$ cat src/psnr_pkg.sv
package psnr_pkg;

   localparam int COUNT_BITS_DEF  = 26;
   localparam int QUEUE_DEPTH_DEF = 4;

   localparam logic [1:0] MODE_8BIT  = 2'd0;
   localparam logic [1:0] MODE_16BIT = 2'd1;
   localparam logic [1:0] MODE_LUMA  = 2'd2;
   localparam logic [1:0] MODE_NONE  = 2'd3;

   localparam logic [2:0] CSR_PIXEL_MODE = 3'd0;
   localparam logic [2:0] CSR_COEF_HIGH  = 3'd1;
   localparam logic [2:0] CSR_COEF_MID   = 3'd2;
   localparam logic [2:0] CSR_COEF_LOW   = 3'd3;
   localparam logic [2:0] CSR_LUMA_OFS   = 3'd4;

   localparam logic signed [17:0] COEF_HIGH_RESET = 18'sd7471;
   localparam logic signed [17:0] COEF_MID_RESET  = 18'sd38470;
   localparam logic signed [17:0] COEF_LOW_RESET  = 18'sd19595;

   // 2560*log10(2) in Q16
   localparam logic [25:0] KDB_Q16   = 26'd50504453;
   localparam logic [16:0] CEIL_L8   = 17'd40481;
   localparam logic [16:0] CEIL_L16  = 17'd52820;
   localparam logic [31:0] PEAK2_8   = 32'd65025;
   localparam logic [31:0] PEAK2_16  = 32'd4294836225;

   typedef struct packed {
      logic [1:0]         pixel_mode;
      logic signed [17:0] coef_high;
      logic signed [17:0] coef_mid;
      logic signed [17:0] coef_low;
      logic signed [24:0] luma_offset;
   } cfg_type;

endpackage

$ cat src/psnr_queue.sv
module psnr_queue import psnr_pkg::*; #(
   parameter int WIDTH = 8,
   parameter int DEPTH = QUEUE_DEPTH_DEF
) (
   input  logic                       clock,
   input  logic                       reset,
   input  logic                       push,
   input  logic [WIDTH-1:0]           push_data,
   input  logic                       pop,
   output logic                       not_empty,
   output logic [WIDTH-1:0]           head_data,
   output logic [$clog2(DEPTH+1)-1:0] count
);

   localparam int PW = $clog2(DEPTH);
   localparam int CW = $clog2(DEPTH+1);

   logic [WIDTH-1:0] mem_ff [DEPTH];
   logic [PW-1:0]    wr_ptr_ff, rd_ptr_ff;
   logic [CW-1:0]    count_ff;

   always_ff @(posedge clock) begin
      if (push) begin
         mem_ff[wr_ptr_ff] <= push_data;
      end
   end

   always_ff @(posedge clock) begin
      if (reset) begin
         wr_ptr_ff <= '0;
         rd_ptr_ff <= '0;
         count_ff  <= '0;
      end else begin
         if (push) wr_ptr_ff <= wr_ptr_ff + PW'(1);
         if (pop)  rd_ptr_ff <= rd_ptr_ff + PW'(1);
         if (push && !pop) count_ff <= count_ff + CW'(1);
         else if (pop && !push) count_ff <= count_ff - CW'(1);
      end
   end

   assign not_empty = (count_ff != '0);
   assign head_data = mem_ff[rd_ptr_ff];
   assign count     = count_ff;

endmodule

$ cat config.mk
export PLATFORM = sky130hd
export DESIGN_NAME = psnr_queue
export DESIGN_NICKNAME = d
export VERILOG_FILES = /design/src/psnr_pkg.sv /design/src/psnr_queue.sv
export SDC_FILE = /design/constraint.sdc
export NUM_CORES = 1
export LEC_CHECK = 0
export BUFFER_PORTS_ARGS = -buffer_cell sky130_fd_sc_hd__buf_2
export CORE_UTILIZATION = 40
export DETAILED_ROUTE_END_ITERATION = 16
export GPL_TIMING_DRIVEN = 1
export PLACE_DENSITY = 0.58
export SLEW_MARGIN = 0
export SYNTH_ARGS = -nofsm -noshare
export SYNTH_HDL_FRONTEND = slang
export SYNTH_SLANG_ARGS = --single-unit
$ cat constraint.sdc
create_clock -name clock -period 1.9 [get_ports clock]
set_input_delay 0.095 -clock clock [delete_from_list [all_inputs] [get_ports clock]]
set_output_delay 0.095 -clock clock [all_outputs]
set_load 0.1 [all_outputs]
# Word level (Yosys, flattened, before mapping)
# Memories as Yosys holds them, arrays and structs flattened. A register that Yosys moved wholly into a read port is not among the register bits.
# Index checks and enable logic that the tools add are counted.
# classes
addsub,4
reduce_logical,6
muxes,6
# ops
op,n
$mux 3,2
$add 2x1->2 const B,2
$mux 2,2
$add 3x1->3 const B,1
$reduce_bool 3->1,1
$sub 3x1->3 const B,1
$logic_and 1x1->1,2
$logic_not 1->1,2
$mux 1,2
$reduce_bool 2->1,1
# word_totals
mem_bits_rw,32
mem_count,1
out_inout_bits,12
ff_bits,7
# mem_list
memory,depth,word_bits,read_ports,rd_clocked_by_memory_dff,wr,line,source
mem_ff,4,8,1,1,1,psnr_queue.sv:18,logic [WIDTH-1:0] mem_ff [DEPTH];

# Depth between registers and ports, before layout
# logic_depth
word_depth,4
depth_mapped,7
mapped_depth_nobuf,7

# Least setup slack after synthesis
# No wires, ideal clock.
# synth_path
path_type,reg-to-output
from,register count_ff[0] (netlist: count[0])
to,output port not_empty
path_stages_with_launch,2
arrival_ns,1.815
required_ns,1.805
n_path_buf,0
path_slack_ns,-0.010
path_cell_list,dfxtp_1 or3_1
# synth_via
elab_chain_len,1
# synth_rtl
item,line,source
start: declaration,psnr_queue.sv:20,logic [CW-1:0] count_ff;
start signal: assignment,psnr_queue.sv:36,if (push && !pop) count_ff <= count_ff + CW'(1);
start signal: assignment,psnr_queue.sv:37,else if (pop && !push) count_ff <= count_ff - CW'(1);
$reduce_bool 3->1,psnr_queue.sv:41,assign not_empty = (count_ff != '0);
end: declaration,psnr_queue.sv:10,"output logic not_empty,"
# No other way between the ends.

==> out/results.ini <==
[pwr]
p_int_uw=1400
leakagePower_uw=0.000679
total_power_uw=2120
power_frac_seq_pct=50.0
p_switching_uw=720
power_frac_comb_pct=25.5
p_sw_share_pct=34.0
pwr-share-clk_pct=24.5
max-vdd-ir-drop_mv=0.661
power_density_nw_per_um2=1160

[global_routing]
overflow=0
track_usage_pct=13.1
grt_max_degree=13
grt_pass1_wl_um=3730
antenna_found_initial=0
grt_pass1_vias=791

[detailed_routing]
final_antenna_net_count=0
wirelength_um=2320
drt_iter0_markers=29
drc=0
drtPass1Iterations=4
routedWlPerCell_um=14.3
dr_total_vias=772
avgViaCountPerCell=4.77

[clocking]
cts_buffers=5
postCtsSetupBuffers=0
clockBufferDepth=2
cts_tree=done
cts_repair_resize_count=0
root_buffer=clkbuf_8
hold_buffers=0
clock_latency_ps=280
cts.sinks=41
cts.clk_slew.worst_paths_ps=70
cts_max_level=2

[synthesis]
ys_types=17
ys_ff_latch=41
postSynthAreaPerCell_um2=18.6
synth_nets=103
syn_area_um2=1580
yosysSeqAreaShare_pct=72.2
syn_inst=85
synth_warnings=0

[worst_setup_path]
worstPathMaxFanout=8
max_stage_delay_ps=530
endpoint_kind=primary output
arrival_ps=1620
cp.required_ps=1800
slowest_stage=mux4_2
startpoint_type=flip-flop
criticalPathCategory=flip-flop to primary output
cp_top_family=multiplexers
path_buf_inv=2
crit_chain=buf_4 -> mux4_2 -> buf_2

[floorplanning]
initial_core_util_pct=42.6
die_h_um=64.9
core_um2=3720
die_area_um2=4210
die-width_um=64.9
fp-row-count=22
io_pins=24

[timing]
slew_headroom_pct=67.6
finalSetupViolCount=0
clock_skew_ps=4.79
fin_crit_sh_pct=90.5
drv_slew=0
period_needed_ps=1720
fin_tns_setup_ps=0
setup_ws_ps=180
rsz0062_at_grt=false
fmax_ghz=0.581
worst_slew_pin_slew_ps=489
finalHoldViolCount=0

[run_status]
status=complete, no violations

[place]
pre_cts_ws_ps=315
dpl.hpwl_um=1610
port_buffers=23
gp_congestion=0.623

[finish]
antenna_cells=0
areaGrowthSynthToFinish_pct=15.5
finish.net_count=131
drive_gt1_share_pct=35.1

[worst_hold_path]
hold_class=primary input to flip-flop

[flow_run]
max-cap-violations=0

flip-flops by register name (all words and copies together), names as in the netlist, named ones only:
| register | cells |
|---|---|
| mem_ff | 32 |
| count | 3 |
| wr_ptr_ff | 2 |
| rd_ptr_ff | 2 |
logic make-up (layout without fill, tap and decap cells):
group,Yosys count,in the layout,synth area share [%]
DFF,41,41,72.2
AOI/OAI and AO/OA,2,2,0.632
muxes,10,10,12.7
adders and majority gates,6,6,5.22
buffers and inverters,7,36,2.29
xor gates and xnor gates,5,5,2.77
and+or+nand+nor,14,14,4.27
cell usage in the layout (no fill, tap or decap):
cell       n
fa_1       1
ha_1       5
nand2_1    1
buf_2     23
nor2_1     7
or3_1      1
mux4_2     8
mux2i_1    2
a21oi_1    1
clkinv_2   2
clkbuf_8   5
o21ai_0    1
and2_1     4
dfxtp_1    9
clkbuf_1   1
inv_1      4
buf_4      1
xor2_1     3
or3_2      1
edfxtp_1  32
xnor2_1    2
routing by layer:
| layer | vias up | routed length [um] | share of wire, % | global-route usage, % |
|---|---|---|---|---|
| met5 | - | 0 | 0 | 0 |
| met3 | 5 | 144 | 6.2 | 3.87 |
| li1 | 369 | - | - | - |
| met2 | 24 | 1140 | 49 | 20.2 |
| met4 | 0 | 46 | 2.0 | 9.17 |
| met1 | 374 | 991 | 43 | 15.7 |
through the flow:
step / utilization, % / hold slack [ps] / cell area [um^2] / cells
after CTS: 49.2 / 13.9 / 1830 / 162
final: 49.2 / 23.8 / 1830 / 162
after detailed placement: 46.9 / 313 / 1740 / 154
after global placement: 46.9 / 310 / 1740 / 154
after floorplan: - / 194 / 1580 / 85
after global routing: 49.2 / 19.3 / 1830 / 162
cells in the mapped netlist:
library cell   n  area [um^2]
o21ai_0        1         5.00
edfxtp_1      32          961
buf_6          1         11.3
dfxtp_1        9          180
xor2_1         3         26.3
clkbuf_2       2         10.0
mux2i_1        2         20.0
nand2_1        1         3.75
inv_1          4         15.0
or3_1          2         12.5
a21oi_1        1         5.00
nor2_1         7         26.3
fa_1           1         20.0
xnor2_1        2         17.5
mux4_2         8          180
and2_1         4         25.0
ha_1           5         62.6
final timing paths:
kind / start / depth (start not counted) / end / slack [ps]
min: push_data[5] / 1 / mem_ff[1][5] / 20
max reg2reg: count[0] / 4 / count[2] / 430
max: flip-flop / 3 / head_data[6] / 180
min reg2reg: count[2] / 2 / count[2] / 510
cell type report:
type                       count  area [um^2]
clock buffer                   6         72.6
clock inverter                 2         10.0
tap                           48         60.1
timing repair buffer          24          123
multi-input combinational     37          405
sequential                    41         1140
fill                         336         1890
inverter                       4         15.0
power by group through the flow:
| stage | clock (uW) | combinational [uW] | sequential, uW |
|---|---|---|---|
| 2_1_floorplan | 0 | 388 | 1150 |
| 3_3_place_gp | 0 | 540 | 1070 |
| 3_5_place_dp | 0 | 546 | 1080 |
| 4_1_cts | 531 | 547 | 1060 |
| 5_1_grt | 565 | 568 | 1060 |
| 6_report | 518 | 540 | 1060 |
(Power assumes the default switching activity.)
