==> src/psnr_pkg.sv <==
package psnr_pkg;

   localparam int COUNT_BITS_DEF  = 26;
   localparam int QUEUE_DEPTH_DEF = 4;

   localparam logic [1:0] MODE_8BIT  = 2'd0;
   localparam logic [1:0] MODE_16BIT = 2'd1;
   localparam logic [1:0] MODE_LUMA  = 2'd2;
   localparam logic [1:0] MODE_NONE  = 2'd3;

   localparam logic [2:0] CSR_PIXEL_MODE = 3'd0;
   localparam logic [2:0] CSR_COEF_HIGH  = 3'd1;
   localparam logic [2:0] CSR_COEF_MID   = 3'd2;
   localparam logic [2:0] CSR_COEF_LOW   = 3'd3;
   localparam logic [2:0] CSR_LUMA_OFS   = 3'd4;

   localparam logic signed [17:0] COEF_HIGH_RESET = 18'sd7471;
   localparam logic signed [17:0] COEF_MID_RESET  = 18'sd38470;
   localparam logic signed [17:0] COEF_LOW_RESET  = 18'sd19595;

   // 2560*log10(2) in Q16
   localparam logic [25:0] KDB_Q16   = 26'd50504453;
   localparam logic [16:0] CEIL_L8   = 17'd40481;
   localparam logic [16:0] CEIL_L16  = 17'd52820;
   localparam logic [31:0] PEAK2_8   = 32'd65025;
   localparam logic [31:0] PEAK2_16  = 32'd4294836225;

   typedef struct packed {
      logic [1:0]         pixel_mode;
      logic signed [17:0] coef_high;
      logic signed [17:0] coef_mid;
      logic signed [17:0] coef_low;
      logic signed [24:0] luma_offset;
   } cfg_type;

endpackage

==> src/psnr_front.sv <==
module psnr_front import psnr_pkg::*; #(
   parameter int COUNT_BITS  = COUNT_BITS_DEF,
   parameter int QUEUE_DEPTH = QUEUE_DEPTH_DEF
) (
   input  logic                             clock,
   input  logic                             reset,
   input  cfg_type                          cfg,
   input  logic                             in_valid,
   output logic                             in_ready,
   input  logic [23:0]                      ref_pixel,
   input  logic [23:0]                      test_pixel,
   input  logic                             last,
   input  logic [$clog2(QUEUE_DEPTH+1)-1:0] queue_count,
   output logic                             push,
   output logic [COUNT_BITS+66:0]           push_data
);

   localparam int CW = $clog2(QUEUE_DEPTH+1);

   // stage 1: luma products
   logic                     s1_valid_ff, s1_last_ff;
   logic [1:0]               s1_mode_ff;
   logic [15:0]              s1_ref_ff, s1_test_ff;
   logic signed [26:0]       ref_prod_ff [3];
   logic signed [26:0]       test_prod_ff [3];
   // stage 2: samples to absolute difference
   logic                     s2_valid_ff, s2_last_ff;
   logic [1:0]               s2_mode_ff;
   logic [15:0]              diff_ff;
   // stage 3: square
   logic                     s3_valid_ff, s3_last_ff;
   logic [1:0]               s3_mode_ff;
   logic [31:0]              sq_ff;
   // accumulators
   logic [63:0]              err_ff;
   logic [COUNT_BITS:0]      cnt_ff;

   logic                     accept;
   logic [1:0]               inflight;
   logic [CW:0]              used;
   logic signed [28:0]       ref_luma, test_luma;
   logic [15:0]              ref_smp, test_smp, diff_in;
   logic [64:0]              sum_wide;
   logic [63:0]              err_in;
   logic [COUNT_BITS:0]      cnt_in;

   function automatic logic [15:0] pick_sample(input logic [1:0] mode, input logic [15:0] px,
                                               input logic signed [28:0] lum);
      logic [15:0] smp;
      case (mode)
         MODE_8BIT:  smp = {8'd0, px[7:0]};
         MODE_16BIT: smp = px;
         // the luma sum stays below 2^27, so no upper clamp is ever reached
         MODE_LUMA:  smp = lum[28] ? 16'd0 : {3'd0, lum[28:16]};
         default:    smp = 16'd0;
      endcase
      return smp;
   endfunction

   assign inflight = 2'(s1_valid_ff & s1_last_ff) + 2'(s2_valid_ff & s2_last_ff)
                   + 2'(s3_valid_ff & s3_last_ff);
   assign used     = (CW+1)'(queue_count) + (CW+1)'(inflight);
   assign in_ready = (used < (CW+1)'(QUEUE_DEPTH));
   assign accept   = in_valid && in_ready;

   always_ff @(posedge clock) begin
      ref_prod_ff[0]  <= cfg.coef_high * $signed({1'b0, ref_pixel[23:16]});
      ref_prod_ff[1]  <= cfg.coef_mid  * $signed({1'b0, ref_pixel[15:8]});
      ref_prod_ff[2]  <= cfg.coef_low  * $signed({1'b0, ref_pixel[7:0]});
      test_prod_ff[0] <= cfg.coef_high * $signed({1'b0, test_pixel[23:16]});
      test_prod_ff[1] <= cfg.coef_mid  * $signed({1'b0, test_pixel[15:8]});
      test_prod_ff[2] <= cfg.coef_low  * $signed({1'b0, test_pixel[7:0]});
      s1_ref_ff       <= ref_pixel[15:0];
      s1_test_ff      <= test_pixel[15:0];
      s1_last_ff      <= last;
      s1_mode_ff      <= cfg.pixel_mode;
      diff_ff         <= diff_in;
      s2_last_ff      <= s1_last_ff;
      s2_mode_ff      <= s1_mode_ff;
      sq_ff           <= diff_ff * diff_ff;
      s3_last_ff      <= s2_last_ff;
      s3_mode_ff      <= s2_mode_ff;
   end

   always_comb begin
      ref_luma  = 29'(ref_prod_ff[0]) + 29'(ref_prod_ff[1]) + 29'(ref_prod_ff[2])
                + 29'(cfg.luma_offset);
      test_luma = 29'(test_prod_ff[0]) + 29'(test_prod_ff[1]) + 29'(test_prod_ff[2])
                + 29'(cfg.luma_offset);
      ref_smp   = pick_sample(s1_mode_ff, s1_ref_ff, ref_luma);
      test_smp  = pick_sample(s1_mode_ff, s1_test_ff, test_luma);
      diff_in   = (ref_smp > test_smp) ? ref_smp - test_smp : test_smp - ref_smp;
      sum_wide  = {1'b0, err_ff} + {33'd0, sq_ff};
      err_in    = sum_wide[64] ? '1 : sum_wide[63:0];
      cnt_in    = cnt_ff[COUNT_BITS] ? cnt_ff : cnt_ff + (COUNT_BITS+1)'(1);
   end

   assign push      = s3_valid_ff && s3_last_ff;
   assign push_data = {s3_mode_ff, err_in, cnt_in};

   always_ff @(posedge clock) begin
      if (reset) begin
         s1_valid_ff <= 1'b0;
         s2_valid_ff <= 1'b0;
         s3_valid_ff <= 1'b0;
         err_ff      <= '0;
         cnt_ff      <= '0;
      end else begin
         s1_valid_ff <= accept;
         s2_valid_ff <= s1_valid_ff;
         s3_valid_ff <= s2_valid_ff;
         if (s3_valid_ff) begin
            if (s3_last_ff) begin
               err_ff <= '0;
               cnt_ff <= '0;
            end else begin
               err_ff <= err_in;
               cnt_ff <= cnt_in;
            end
         end
      end
   end

endmodule

==> config.mk <==
export PLATFORM = sky130hd
export DESIGN_NAME = psnr_front
export DESIGN_NICKNAME = d
export VERILOG_FILES = /design/src/psnr_pkg.sv /design/src/psnr_front.sv
export SDC_FILE = /design/constraint.sdc
export NUM_CORES = 2
export LEC_CHECK = 0
export ABC_AREA = 1
export BUFFER_PORTS_ARGS = -buffer_cell sky130_fd_sc_hd__buf_2
export CORE_ASPECT_RATIO = 0.7
export CORE_UTILIZATION = 55
export CTS_BUF_LIST = sky130_fd_sc_hd__clkbuf_16
export DETAILED_ROUTE_END_ITERATION = 10
export GPL_TIMING_DRIVEN = 0
export PLACE_DENSITY = 0.72
export SLEW_MARGIN = 20
export SYNTH_ARGS = -nofsm -noshare
export SYNTH_HDL_FRONTEND = slang
export SYNTH_SLANG_ARGS = --single-unit
==> constraint.sdc <==
create_clock -name clock -period 17 [get_ports clock]
set_input_delay 3.4 -clock clock [delete_from_list [all_inputs] [get_ports clock]]
set_output_delay 3.4 -clock clock [all_outputs]
set_load 0.02 [all_outputs]
== Word-level counts from Yosys, hierarchy flattened ==
Memory sizes are Yosys's and may differ from the RTL's.
Cells that the tools add are included.
Widths: inputs -> output; s select.

* Add/subtract/negate cells: 13
* $mul: 7
* Div/mod/pow operators: 0
* Magnitude comparators: 2
* Eq/ne operators: 2
* Shift operators: 0
* Muxes and demuxes: 9
* Bitwise gates (word level): 3
* Reduce and logical (&&, ||, !) cells: 3

{| class="wikitable"
|+ Operators with widths
! cell !! number
|-
| $mul 18x9->27 || 6
|-
| $mux 64 || 2
|-
| $pmux 16 s3 || 2
|-
| $add 64x32->65 || 1
|-
| $add 28x27->29 || 2
|-
| $add 29x25->29 || 2
|-
| $add 27x27->28 || 2
|-
| $mux 27 || 2
|-
| $mul 16x16->32 || 1
|-
| $sub 16x16->16 || 2
|-
| $add 27x1->27 const B || 1
|-
| $mux 12 || 2
|-
| $gt 16x16->1 || 1
|-
| $mux 16 || 1
|-
| $add 3x2->4 || 1
|-
| $lt 4x3->1 const B || 1
|-
| $and 1x1->1 || 3
|-
| $add 1x1->2 || 1
|-
| $add 2x1->2 || 1
|-
| $eq 2x1->1 const B || 1
|-
| $eq 2x2->1 const B || 1
|-
| $logic_and 1x1->1 || 2
|-
| $logic_not 2->1 || 1
|}

* Flip-flop bits (word level): 183
* Latch bits: 0
* Bits in writable memories: 162
* Memory bits (read-only): 0
* Input port bits: 136
* Word-level logic and storage cells: 56
* Memories kept: 2

{| class="wikitable"
|+ Memories
! name !! depth !! bits a word !! rd ports !! clocked after memory_dff !! write ports !! RTL line !! RTL
|-
| ref_prod_ff || 3 || 27 || 3 || 0 || 3 || psnr_front.sv:24 || <nowiki>logic signed [26:0] ref_prod_ff [3];</nowiki>
|-
| test_prod_ff || 3 || 27 || 3 || 0 || 3 || psnr_front.sv:25 || <nowiki>logic signed [26:0] test_prod_ff [3];</nowiki>
|}

== Depth between registers and ports, before layout ==
* Depth after elaboration: 7
* Mapped depth: 31
* Mapped depth without buffers: 29

== Least setup slack after synthesis ==
Ideal clock, no wire load.

* Path kind: input-to-output
* From: input port queue_count[0]
* To: output port in_ready
* Data arrival time: 4.677 ns
* Data required time: 13.600 ns
* Setup slack: 8.923 ns
* Stages: 5
* Cell sequence: fa_1 ha_1 nand4_1 inv_1 nor3_1

* Word-level cells in the longest chain between the ends: 2

{| class="wikitable"
|+ Ends and longest elaborated chain
! item !! RTL line !! RTL
|-
| start, declared || psnr_front.sv:13 || <nowiki>input logic [$clog2(QUEUE_DEPTH+1)-1:0] queue_count,</nowiki>
|-
| $add 3x2->4 || psnr_front.sv:62 || <nowiki>assign used = (CW+1)'(queue_count) + (CW+1)'(inflight);</nowiki>
|-
| $lt 4x3->1 || psnr_front.sv:63 || <nowiki>assign in_ready = (used < (CW+1)'(QUEUE_DEPTH));</nowiki>
|-
| end, declared || psnr_front.sv:9 || <nowiki>output logic in_ready,</nowiki>
|}

Every way passes these cells.

==> results.md <==
## Setup path
* 9170 ps — arrival time worst endpoint
* 790 ps — largest incremental delay on the critical path
* input port — category of the worst setup path launch point
* 11 — critical-path maximum fanout
* clkbuf_1 -> clkbuf_1 -> nand2_1 -> fa_1 -> inv_1 -> fa_1 -> inv_1 -> fa_1 -> inv_1 -> fa_1 -> ha_1 -> nand2_1 -> nor2_1 -> nand2_1 -> nand2_1 -> a31oi_1 -> o21bai_1 -> xor2_1 — cell-by-cell trace of the critical path
* 17,410 ps — endpoint required time on the critical path
* sky130_fd_sc_hd__clkbuf_1 — slowest cell on the critical path
* flop — Setup crit end kind
* in -> reg — type of the worst setup path

## Floorplan
* 231 — boundary pin count
* 101 — FP Rows
* 400 um — Die Wd
* 109,000 um^2 — Core ar.
* 112,000 um^2 — floorplan die area
* 55.9% — effective utilization at floorplan
* 281 um — Die H

## Synthesis
* 0 — number of enable-type register cells in the synthesized netlist
* sky130_fd_sc_hd__inv_1, sky130_fd_sc_hd__nand2_1, sky130_fd_sc_hd__fa_1, sky130_fd_sc_hd__ha_1, sky130_fd_sc_hd__a21oi_1 — commonest cells in the netlist
* 61,100 um^2 — cell area after technology mapping
* 10,000 — Post-Synthesis Net Count
* sky130_fd_sc_hd__dfxtp_1 — primary flip-flop cell chosen by synthesis mapping
* 11.3% — share of the yosys chip area belonging to registers
* sky130_fd_sc_hd__fa_1, sky130_fd_sc_hd__inv_1, sky130_fd_sc_hd__nand2_1 — top cells by area in the synthesized netlist
* 62 — distinct cell type count after synthesis
* 0 — Warnings, synthesis
* sky130_fd_sc_hd__fa_1 — library cell with the largest summed area after synthesis
* 7.30 um^2 — synthesized area divided by synthesized cell count
* 0% — share of synthesized registers carrying an async set or reset
* 344 — register bit count reported by yosys
* 31.4% — share of the synthesized area in the top cell type
* 8,371 — gate count of the mapped netlist
* sky130_fd_sc_hd__inv_1 — cell with the most instances after synthesis

## Detailed routing
* 184 mm — Total Wirelength
* 8 — first-pass detailed-route iteration total
* 52,400 — detailed-route via count
* 18.3 um — WL per Instance
* 0 — drc violations
* 4,915 — count of routing violations after the opening detailed-route iteration
* 0 — count of antenna-violating nets left after detailed routing
* 5.21 — Via density

## STA
* 0 ps — sum of negative setup slack
* 1050 ps — Worst-Margin Slew
* 8760 ps — final critical delay including setup and external delays
* 0.114 GHz — highest clock rate
* no — setup repair after global routing missed its margin
* 0 — final hold viol count
* 49.6 ps — final worst clock skew
* 29.7% — Rel. slew slack
* 0 — max-slew violation total from the final report
* 51.5% — post-route fraction of the period consumed by the critical path
* 0 — Setup violations, final

## Clocking
* 42 — number of buffers created by CTS
* 344 — total number of clock tree sinks
* 3 — number of buffers between clock root and the deepest sink
* 60 ps — clock slew seen by the registers of the worst setup and hold paths
* done — TritonCTS clock tree
* 0 — postcts setup bufs
* sky130_fd_sc_hd__clkbuf_16 — cell chosen for the clock root
* 0 — # hold bufs at CTS
* 0 — number of instances resized during post-cts repair
* 640 ps — insertion delay to the later sink of the worst-skew pair
* 2 — level count of the clock H-tree

## Global route
* 52,200 — vias in the first global route
* 0 — remaining global-route overflow
* 6 — antenna violations before repair
* 290 mm — global-route wire length before repair
* 15 — pin count of the biggest net entering global routing
* 33.3% — overall fraction of global-route tracks in use

## Status
* completed — run status

## Placement
* 159 mm — Post-DP HPWL
* 160 — Port Buffer Count
* 1.03 — placer congestion estimate

## Layout
* 4.30% — fraction of layout instances using a drive strength above 1
* 10,300 — fill cell count
* 6.68% — Layout area overhead
* 10,200 — fin nets

## Flow run
* 0 — max-cap violation count

## Hold path
* reg -> reg — path category of the worst min-delay check

## layout by cell type, fill, tap and decap left out, types with 9 or more instances in the layout
cell | netlist | final
sky130_fd_sc_hd__inv_1 | 2446 | 2450
sky130_fd_sc_hd__nand2_1 | 2073 | 2073
sky130_fd_sc_hd__fa_1 | 959 | 959
sky130_fd_sc_hd__ha_1 | 542 | 542
sky130_fd_sc_hd__a21oi_1 | 367 | 367
sky130_fd_sc_hd__dfxtp_1 | 344 | 344
sky130_fd_sc_hd__nor2_1 | 322 | 321
sky130_fd_sc_hd__clkbuf_1 | 251 | 251
sky130_fd_sc_hd__nand3_1 | 182 | 182
sky130_fd_sc_hd__buf_2 | 4 | 164
sky130_fd_sc_hd__xor2_1 | 153 | 153
sky130_fd_sc_hd__o21ai_0 | 148 | 148
sky130_fd_sc_hd__xnor2_1 | 120 | 120
sky130_fd_sc_hd__nor3_1 | 60 | 60
sky130_fd_sc_hd__nand4_1 | 53 | 53
sky130_fd_sc_hd__clkbuf_16 | 0 | 42
sky130_fd_sc_hd__a21o_1 | 32 | 32
sky130_fd_sc_hd__o21bai_1 | 25 | 25
sky130_fd_sc_hd__nand3_2 | 25 | 25
sky130_fd_sc_hd__nand2_2 | 24 | 24
sky130_fd_sc_hd__a21oi_2 | 22 | 22
sky130_fd_sc_hd__o21ai_1 | 21 | 21
sky130_fd_sc_hd__buf_1 | 20 | 20
sky130_fd_sc_hd__nor4_1 | 20 | 20
sky130_fd_sc_hd__a21boi_0 | 17 | 17
sky130_fd_sc_hd__a31oi_1 | 16 | 16
sky130_fd_sc_hd__nand3b_1 | 16 | 16
sky130_fd_sc_hd__nand2_4 | 13 | 13
sky130_fd_sc_hd__o21a_1 | 10 | 10
sky130_fd_sc_hd__inv_2 | 9 | 9
## through the flow
step | setup slack [ps] | instances | hold slack, ps | util, % | instance area, um^2
finish | 8240 | 10100 | 328 | 59.6 | 65200
global route | 7910 | 10100 | 331 | 59.6 | 65200
CTS | 8400 | 10100 | 326 | 59.6 | 65200
detailed placement | 7780 | 9973 | 312 | 58.3 | 63700
global placement | 7750 | 9973 | 312 | 58.3 | 63700
floorplan | 8920 | 8371 | 310 | - | 61100
## routing by layer
metal | global-route usage [%] | share of wire (%) | wire length [um] | vias up
met2 | 48.5 | 41 | 74700 | 2263
met5 | 0 | 0.0060 | 11 | -
met1 | 48.5 | 45 | 82700 | 25200
li1 | - | - | - | 24700
met3 | 9.15 | 12 | 21700 | 254
met4 | 8.85 | 2.8 | 5080 | 2
## worst paths after layout
path                            slack (ps)     startpoint  cells past startpoint                  to
worst min-delay path                   330  s2_mode_ff[1]                      0       s3_mode_ff[1]
worst max register to register        9820     diff_ff[2]                     25           sq_ff[29]
worst max-delay path                  8240        cfg[37]                     18  ref_prod_ff[0][73]
worst min register to register         330  s2_mode_ff[1]                      0       s3_mode_ff[1]
## layout make-up
type | instances | area (um^2) | share of cell area [%]
multi-input cells | 5285 | 43900 | 67.3
inverters | 2456 | 9220 | 14.1
flip-flops and latches | 344 | 6890 | 10.6
well taps | 1442 | 1800 | 2.77
plain buffers | 286 | 1140 | 1.75
clock buffers | 42 | 1050 | 1.61
repair buffers | 160 | 801 | 1.23
clock inverters | 35 | 410 | 0.630
diodes | 6 | 15.0 | 0.0230
## state kept, by name, summed over array words and instances, names as in the netlist, 16 cells and up
name / flops
diff_ff: 16
s1_test_ff: 16
err_ff: 64
cnt_ff: 27
ref_prod_ff: 81
s1_ref_ff: 16
sq_ff: 31
test_prod_ff: 81
## worst max-delay path: cells and delay by family
family          cells  cell delay [ps]
compound gates      2              340
xor+xnor            1              710
fa+ha+maj           5             2460
buf+inv             5             1520
simple gates        5              710
## cell families (layout without fill, tap and decap cells)
logic type               count (synthesis)  after routing  share of synthesized area (%)
AO/OA/AOI/OAI                          691            691                           6.36
XOR/XNOR                               275            275                           3.97
adder cells (fa/ha/maj)               1501           1501                           42.5
buffers and inverters                 2742           2979                           17.0
flip-flops                             344            344                           11.3
other                                    0              6                              0
AND/OR/NAND/NOR                       2818           2818                           18.9
Power is not shown: default switching activity piles up to over one toggle a cycle in this logic, so the estimate is an artifact.
