[config.mk]
export PLATFORM = sky130hd
export DESIGN_NAME = psnr_back
export DESIGN_NICKNAME = d
export VERILOG_FILES = /design/src/psnr_pkg.sv /design/src/psnr_log2.sv /design/src/psnr_back.sv
export SDC_FILE = /design/constraint.sdc
export NUM_CORES = 2
export LEC_CHECK = 0
export ABC_CLOCK_PERIOD_IN_PS = 9000
export BUFFER_PORTS_ARGS = -buffer_cell sky130_fd_sc_hd__buf_2
export CAP_MARGIN = 20
export CORE_ASPECT_RATIO = 1.2
export CORE_MARGIN = 3
export CORE_UTILIZATION = 57
export DETAILED_ROUTE_END_ITERATION = 8
export GPL_TIMING_DRIVEN = 0
export PLACE_DENSITY = 0.73
export SYNTH_ARGS = -nofsm -noshare
export SYNTH_HDL_FRONTEND = slang
export SYNTH_SLANG_ARGS = --single-unit
[constraint.sdc]
create_clock -name clock -period 9 [get_ports clock]
set_input_delay 0.9 -clock clock [delete_from_list [all_inputs] [get_ports clock]]
set_output_delay 0.9 -clock clock [all_outputs]
set_load 0.02 [all_outputs]
[src/psnr_pkg.sv]
package psnr_pkg;

   localparam int COUNT_BITS_DEF  = 26;
   localparam int QUEUE_DEPTH_DEF = 4;

   localparam logic [1:0] MODE_8BIT  = 2'd0;
   localparam logic [1:0] MODE_16BIT = 2'd1;
   localparam logic [1:0] MODE_LUMA  = 2'd2;
   localparam logic [1:0] MODE_NONE  = 2'd3;

   localparam logic [2:0] CSR_PIXEL_MODE = 3'd0;
   localparam logic [2:0] CSR_COEF_HIGH  = 3'd1;
   localparam logic [2:0] CSR_COEF_MID   = 3'd2;
   localparam logic [2:0] CSR_COEF_LOW   = 3'd3;
   localparam logic [2:0] CSR_LUMA_OFS   = 3'd4;

   localparam logic signed [17:0] COEF_HIGH_RESET = 18'sd7471;
   localparam logic signed [17:0] COEF_MID_RESET  = 18'sd38470;
   localparam logic signed [17:0] COEF_LOW_RESET  = 18'sd19595;

   // 2560*log10(2) in Q16
   localparam logic [25:0] KDB_Q16   = 26'd50504453;
   localparam logic [16:0] CEIL_L8   = 17'd40481;
   localparam logic [16:0] CEIL_L16  = 17'd52820;
   localparam logic [31:0] PEAK2_8   = 32'd65025;
   localparam logic [31:0] PEAK2_16  = 32'd4294836225;

   typedef struct packed {
      logic [1:0]         pixel_mode;
      logic signed [17:0] coef_high;
      logic signed [17:0] coef_mid;
      logic signed [17:0] coef_low;
      logic signed [24:0] luma_offset;
   } cfg_type;

endpackage

[src/psnr_log2.sv]
module psnr_log2 import psnr_pkg::*; (
   input  logic        clock,
   input  logic        reset,
   input  logic        start,
   input  logic [63:0] x,
   output logic        done,
   output logic [33:0] result
);

   typedef enum logic [2:0] {
      L_IDLE = 3'b001,
      L_NORM = 3'b010,
      L_ITER = 3'b100
   } lstate_type;

   lstate_type  state_ff;
   logic [63:0] x_ff;
   logic [5:0]  e_ff;
   logic [31:0] m_ff;
   logic [27:0] frac_ff;
   logic [4:0]  iter_ff;
   logic        done_ff;
   logic [63:0] m_sq;
   logic [32:0] m_next;

   assign m_sq   = m_ff * m_ff;
   assign m_next = m_sq[63:31];

   always_ff @(posedge clock) begin
      if (reset) begin
         state_ff <= L_IDLE;
         done_ff  <= 1'b0;
      end else begin
         done_ff <= 1'b0;
         case (state_ff)
            L_IDLE: begin
               if (start) begin
                  x_ff     <= x;
                  e_ff     <= 6'd63;
                  state_ff <= L_NORM;
               end
            end
            L_NORM: begin
               // shift up one bit a cycle until the leading one sits at bit 63
               if (x_ff[63]) begin
                  m_ff     <= x_ff[63:32];
                  iter_ff  <= 5'd27;
                  state_ff <= L_ITER;
               end else begin
                  x_ff <= {x_ff[62:0], 1'b0};
                  e_ff <= e_ff - 6'd1;
               end
            end
            L_ITER: begin
               if (m_next[32]) begin
                  m_ff    <= m_next[32:1];
                  frac_ff <= {frac_ff[26:0], 1'b1};
               end else begin
                  m_ff    <= m_next[31:0];
                  frac_ff <= {frac_ff[26:0], 1'b0};
               end
               iter_ff <= iter_ff - 5'd1;
               if (iter_ff == 5'd0) begin
                  done_ff  <= 1'b1;
                  state_ff <= L_IDLE;
               end
            end
            default: state_ff <= L_IDLE;
         endcase
      end
   end

   assign done   = done_ff;
   assign result = {e_ff, frac_ff};

endmodule

[src/psnr_back.sv]
module psnr_back import psnr_pkg::*; #(
   parameter int COUNT_BITS = COUNT_BITS_DEF
) (
   input  logic                   clock,
   input  logic                   reset,
   input  logic                   entry_valid,
   input  logic [COUNT_BITS+66:0] entry_data,
   output logic                   pop,
   output logic                   out_valid,
   input  logic                   out_ready,
   output logic [16:0]            out_psnr,
   output logic                   out_identical
);

   localparam int W = COUNT_BITS + 67;

   typedef enum logic [6:0] {
      B_IDLE  = 7'b0000001,
      B_PROD  = 7'b0000010,
      B_LOGA  = 7'b0000100,
      B_LOGB  = 7'b0001000,
      B_SCALE = 7'b0010000,
      B_ROUND = 7'b0100000,
      B_WAIT  = 7'b1000000
   } bstate_type;

   bstate_type          state_ff;
   logic [1:0]          mode_ff;
   logic [63:0]         err_ff;
   logic [COUNT_BITS:0] total_ff;
   logic [63:0]         signal_ff;
   logic [33:0]         la_ff, mag_ff;
   logic                neg_ff;
   logic [59:0]         prod_ff;
   logic                out_valid_ff, out_ident_ff;
   logic [16:0]         out_psnr_ff;
   logic                log_start;
   logic [63:0]         log_x;
   logic                log_done;
   logic [33:0]         log_res;
   logic [1:0]          e_mode;
   logic [63:0]         e_err;
   logic [31:0]         peak2;
   logic signed [34:0]  dl;
   logic [60:0]         rnd_sum;
   logic [16:0]         rnd;

   assign e_mode  = entry_data[W-1:W-2];
   assign e_err   = entry_data[COUNT_BITS+64:COUNT_BITS+1];
   assign peak2   = (mode_ff == MODE_16BIT) ? PEAK2_16 : PEAK2_8;
   assign dl      = $signed({1'b0, la_ff}) - $signed({1'b0, log_res});
   assign rnd_sum = {1'b0, prod_ff} + (61'd1 << 43);
   assign rnd     = rnd_sum[60:44];

   assign pop       = (state_ff == B_IDLE) && entry_valid && !out_valid_ff;
   assign log_start = (state_ff == B_PROD) || ((state_ff == B_LOGA) && log_done);
   assign log_x     = (state_ff == B_PROD) ? signal_ff : err_ff;

   psnr_log2 u_log2 (
      .clock  (clock),
      .reset  (reset),
      .start  (log_start),
      .x      (log_x),
      .done   (log_done),
      .result (log_res)
   );

   always_ff @(posedge clock) begin
      if (reset) begin
         state_ff     <= B_IDLE;
         out_valid_ff <= 1'b0;
      end else begin
         if (out_valid_ff && out_ready) out_valid_ff <= 1'b0;
         case (state_ff)
            B_IDLE: begin
               if (pop) begin
                  mode_ff  <= e_mode;
                  err_ff   <= e_err;
                  total_ff <= entry_data[COUNT_BITS:0];
                  if (e_mode == MODE_NONE) begin
                     out_psnr_ff  <= '0;
                     out_ident_ff <= 1'b0;
                     out_valid_ff <= 1'b1;
                  end else if (e_err == '0) begin
                     out_psnr_ff  <= (e_mode == MODE_16BIT) ? CEIL_L16 : CEIL_L8;
                     out_ident_ff <= 1'b1;
                     out_valid_ff <= 1'b1;
                  end else begin
                     state_ff <= B_WAIT;
                  end
               end
            end
            B_WAIT: begin
               signal_ff <= {32'd0, peak2} * {{(63-COUNT_BITS){1'b0}}, total_ff};
               state_ff  <= B_PROD;
            end
            B_PROD: state_ff <= B_LOGA;
            B_LOGA: begin
               if (log_done) begin
                  la_ff    <= log_res;
                  state_ff <= B_LOGB;
               end
            end
            B_LOGB: begin
               if (log_done) begin
                  neg_ff   <= dl[34];
                  mag_ff   <= dl[34] ? 34'(-dl) : dl[33:0];
                  state_ff <= B_SCALE;
               end
            end
            B_SCALE: begin
               prod_ff  <= mag_ff * KDB_Q16;
               state_ff <= B_ROUND;
            end
            B_ROUND: begin
               if (neg_ff) begin
                  out_psnr_ff <= (rnd > 17'd32768) ? 17'h10000 : 17'(-rnd);
               end else begin
                  out_psnr_ff <= rnd[16] ? 17'h0FFFF : rnd;
               end
               out_ident_ff <= 1'b0;
               out_valid_ff <= 1'b1;
               state_ff     <= B_IDLE;
            end
            default: state_ff <= B_IDLE;
         endcase
      end
   end

   assign out_valid     = out_valid_ff;
   assign out_psnr      = out_psnr_ff;
   assign out_identical = out_ident_ff;

endmodule

==> Yosys cells after proc, flatten, opt, wreduce, memory -nomap -nowiden <==
Cells that the tools add are included.
W data, S select, Z words.
{ "classes": {"add_sub_neg": 6, "n_mul": 3, "magnitude_cmp": 1, "eq_ne": 23, "mux": 43, "bitwise_logic": 2, "n_reduce_logical": 24} }
{ "ops": {"columns": ["cell", "n"], "rows": [
  ["$mux W64", 3],
  ["$pmux W64 S2", 1],
  ["$mux W32", 3],
  ["$mux W17", 5],
  ["$logic_not A64 Y1", 1],
  ["$mul A32 B32 Y64", 1],
  ["$pmux W32 S2", 1],
  ["$add A60 B44 Y61 const B", 1],
  ["$mul A34 B26 Y60 const B", 1],
  ["$mul A32 B27 Y59", 1],
  ["$pmux W7 S6", 1],
  ["$mux W7", 5],
  ["$sub A34 B34 Y35", 1],
  ["$mux W34", 1],
  ["$neg A34 Y34", 1],
  ["$pmux W17 S2", 1],
  ["$reduce_and A3 Y1", 6],
  ["$gt A17 B16 Y1 const B", 1],
  ["$neg A17 Y17", 1],
  ["$mux W16", 1],
  ["$mux W15", 1],
  ["$mux W6", 2],
  ["$pmux W6 S2", 1],
  ["$ne A2 B2 Y1 const B", 5],
  ["other kinds (32)", 56]
]} }
{ "word_totals": {"ff_bits": 446, "input_bits": 97, "out_inout_bits": 20} }

==> Longest topological paths before layout <==
{ "depth": {"ltp_word": 6, "mapped_depth": 32, "depth_no_buf": 28} }

==> By module <==
From an unflattened synthesis, not the netlist that was laid out.
{ "hier_totals": {"cells_unflattened": 6931, "area_unflattened_um2": 70636.5} }
{ "modules_own_cells": {"columns": ["mod", "n_inst", "cells_per_inst", "area_each_um2"], "rows": [
  ["psnr_log2", 1, 3681, 35360.2],
  ["psnr_back", 1, 3250, 35276.3]
]} }

==> Worst setup path before layout <==
Ideal clock, no wire load.
{ "synth_path": {"path_type": "flip-flop to flip-flop", "from": "reg u_log2.m_ff[27]", "to": "reg u_log2.m_ff[25] (data pin)", "setup_ns": 0.266, "arrival_ns": 7.854, "t_required_ns": 8.734, "setup_slack_ns": 0.880, "stages_incl_launch_ff": 31, "n_path_buf": 4, "period_less_slack_ns": 8.120, "cell_sequence": "edfxtp_1 -> clkbuf_1 -> clkbuf_1 -> nand2_1 -> fa_1 -> fa_1 -> inv_1 -> fa_1 -> inv_1 -> fa_1 -> inv_1 -> fa_1 -> fa_1 -> fa_1 -> inv_1 -> fa_1 -> inv_1 -> ha_1 -> clkbuf_1 -> a21oi_1 -> o21ai_0 -> a221oi_1 -> o21ai_0 -> a21oi_1 -> a21oi_2 -> a311oi_2 -> o21ai_4 -> xor2_4 -> buf_4 -> mux2i_1 -> o21ai_1"} }
{ "synth_via": {"elab_chain_len": 3} }
{ "synth_lines": {"columns": ["item", "line_no", "source"], "rows": [
  ["start: declaration", "psnr_log2.sv:19", "logic [31:0] m_ff;"],
  ["start signal: assignment", "psnr_log2.sv:46", "m_ff <= x_ff[63:32];"],
  ["start signal: assignment", "psnr_log2.sv:56", "m_ff <= m_next[32:1];"],
  ["start signal: assignment", "psnr_log2.sv:59", "m_ff <= m_next[31:0];"],
  ["$mul A32 B32 Y64", "psnr_log2.sv:26", "assign m_sq = m_ff * m_ff;"],
  ["net u_log2.m_sq[63]", "psnr_log2.sv:23", "logic [63:0] m_sq;"],
  ["$mux W32", "psnr_log2.sv:55", "if (m_next[32]) begin"],
  ["$pmux W32 S2", "psnr_log2.sv:35", "case (state_ff)"]
]} }
The timed path passes the listed nets, and every way through them passes these cells.
A chain may end at the register's enable or synchronous reset.

==> Worst setup path after layout <==
{ "layout_path": {"from": "reg u_log2.m_ff[10]", "to": "reg u_log2.m_ff[24] (data pin)"} }
{ "layout_via": {"elab_chain_len": 3} }
{ "layout_lines": {"columns": ["item", "line_no"], "rows": [
  ["$mul A32 B32 Y64", "psnr_log2.sv:26"],
  ["$mux W32", "psnr_log2.sv:55"],
  ["$pmux W32 S2", "psnr_log2.sv:35"]
]} }
Every way passes these cells.

==> out/qor.yml <==
synthesis:
  ys_seq_elements: 403
  synth-main-ff-cell: "edfxtp_1"
  synth_edf_count: 391
  synth_compound_area_share_pct: 6.69
  synth_top_area_share_pct: 36.8
  synth-xor-area-share_pct: 2.77
  ys.warnings.count: 0
  synth_top_family_by_area: "adder cells"
  synth_mux_area_share_pct: 1.44
  synth_area_um2: 70200
  synthTopCellsByArea: "fa_1 (37%), edfxtp_1 (17%), ha_1 (15%)"
  netlist.top_cell.by_area: "fa_1"
  seq_area_frac_synth_pct: 17.1
  synthArstFlopShare_pct: 0
  synth-simple-area-share_pct: 9.35
  syn_area_per_cell_um2: 10.3
  synth-adder-area-share_pct: 52.2
  synth.distinct_cells: 89
  synthCells: 6838
clock_network:
  cts_buffers: 37
  cts_tree: "built"
  cts.htree.levels: 2
  cts_sinks: 403
  cts_hold_buf: 0
  clkTransAtPathRegs_ns: 0.07
  clockRootBuffer: "clkbuf_16"
  insertion_delay_ns: 0.58
  clock_path_buffers: 3
critical_path:
  worstPathRequired_ns: 9.29
  worst_ep_arrival_time_ns: 9.15
  crit_fanout: 10
  critPathCaptureType: "register"
  crit_path_frequent_cell: "fa_1"
  critPathKind: "reg2reg"
  start_kind: "register"
  critPathMaxStageDelay_ns: 0.63
  crit_slowest_cell: "edfxtp_1"
  crit_family: "adder cells"
  critPathBufInv: 6
  ff2ff_setup_slack_ns: 0.14
final_layout:
  nFillCells: 10100
  seqCellArea_um2: 12000
  drive_gt1_share_pct: 6.49
  nets: 9322
  fin_area_um2: 75500
  multiInputGateArea_um2: 51100
  fin_util_pct: 62.0
  final_cell_mix: "inv_1 (1762), fa_1 (1286), ha_1 (859)"
  final_common_cell: "inv_1"
  synthToLayoutAreaGrowth_pct: 7.52
drt:
  drtIter0Drc: 3089
  vias: 48400
  ant_nets: 0
  wl_mm: 191
  firstDrtPassIters: 6
  viasPerCell: 5.54
  wl_per_cell_um: 21.9
  drc: 0
sta:
  max_freq_ghz: 0.113
  tightest_slew_ns: 1.31
  fin_ws_ns: 0.139
  hold_viol_final: 0
  fin_crit_sh_pct: 98.5
  finalSetupViolCount: 0
  drv_slew: 0
  min_period_ns: 8.86
  slew_headroom_pct: 12.1
  fin_skew_ns: 0.0284
  whs_ns: 0.452
floorplanning:
  rows: 140
  die_width_um: 326
  floorplan.initialDensity_pct: 57.6
  core_um2: 122000
  io_pins: 117
  die-area_um2: 127000
  die_y_um: 390
power:
  power_leakage_nw: 38.1
  pwr-share-comb_pct: 71.7
  switchingPower_w: 0.00708
  power_density_nw_per_um2: 207
  ir_worst_vdd_v: 0.000484
  p_seq_share_pct: 17.8
  power_frac_clock_pct: 10.5
  internal_power_w: 0.00854
  sw_frac_of_total_pct: 45.3
min_path:
  hp-class: "reg2reg"
global_route:
  grtUsageTotal_pct: 30.8
  grt_max_degree: 35
  antenna_found_initial: 9
  grt_pass1_vias: 53300
  grt_pass1_wl_mm: 298
  overflow: 0
placement:
  place_area_um2: 73200
  place_congestion: 0.997
  pre_cts_slack_ns: -1.93
  io_buffers: 115
  hpwl_mm: 162
run:
  drv_cap: 0
run_status:
  status: "completed"
routing by layer:
layer,vias to the layer above,part of all wire (%),global-route usage [%]
li1,21900,-,-
met1,24300,36,36.0
met2,1681,51,54.8
met3,573,6.5,4.43
met4,8,6.8,16.7
met5,-,0.028,0
cells in the mapped netlist, types with 36 or more instances:
master and number:
a21o_1 98, a21oi_1 215, and2_1 286, clkbuf_1 163, edfxtp_1 391, fa_1 1291
ha_1 863, inv_1 1764, mux2i_1 99, nand2_1 436, nand3_1 54, nand3b_1 77
nand4_1 36, nor2_1 160, nor3_1 37, o21ai_0 189, xnor2_1 143, xor2_1 76
state kept, by name (all words and copies together) (netlist names), 6 cells and up:
register        cells
err_ff             64
la_ff              34
mag_ff             34
out_psnr           17
prod_ff            17
signal_ff          59
state_ff            7
total_ff           27
u_log2.e_ff         6
u_log2.frac_ff     28
u_log2.m_ff        32
u_log2.x_ff        64
final cells by class:
cell class	instances	share of cell area [%]
timing repair buffer	195	1.81
tap	1633	2.71
antenna	5	0.0166
clock buffer	44	1.29
clock inverter	24	0.396
multi-input combinational	4498	67.8
sequential	403	15.9
buffer	172	1.33
inverter	1764	8.79
power groups by stage:
stage	logic, W	registers, W	clock network [W]
3_3_place_gp	0.0107	0.00283	0
3_5_place_dp	0.0109	0.00282	0
6_report	0.0112	0.00278	0.00164
5_1_grt	0.0128	0.00278	0.00174
4_1_cts	0.0111	0.00278	0.00167
2_1_floorplan	0.00871	0.00281	0
metrics by stage:
| stage | instances | total power [W] | TNS (ns) |
|---|---|---|---|
| floorplan | 6845 | 0.0115 | 0 |
| global placement | 8593 | 0.0135 | -85.01 |
| detailed placement | 8619 | 0.0138 | -64.32 |
| CTS | 8711 | 0.0155 | 0 |
| global route | 8734 | 0.0173 | -0.403 |
| finish | 8738 | 0.0156 | 0 |
cells by family (layout without fill, tap and decap cells):
group                      after synthesis  in the layout
AOI/OAI and AO/OA                      742            742
DFF                                    403            403
xor gates and xnor gates               220            221
and+or+nand+nor                       1271           1271
adders and majority gates             2154           2154
buffers and inverters                 1945           2199
other                                    2             14
muxes                                  101            101
final timing paths:
check	cells past startpoint	from	end
max	27	u_log2.m_ff[10]	u_log2.m_ff[24]
min	0	u_log2.frac_ff[27]	la_ff[27]
max reg2reg	27	u_log2.m_ff[10]	u_log2.m_ff[24]
min reg2reg	0	u_log2.frac_ff[27]	la_ff[27]
what timing repair did:
action,in CTS,in global routing
setup endpoints to repair,45,43
pin swaps,4,10
gates resized for setup,162,77
cloned,0,2
buffers inserted,30,23
Power figures use the tool's default switching activity.
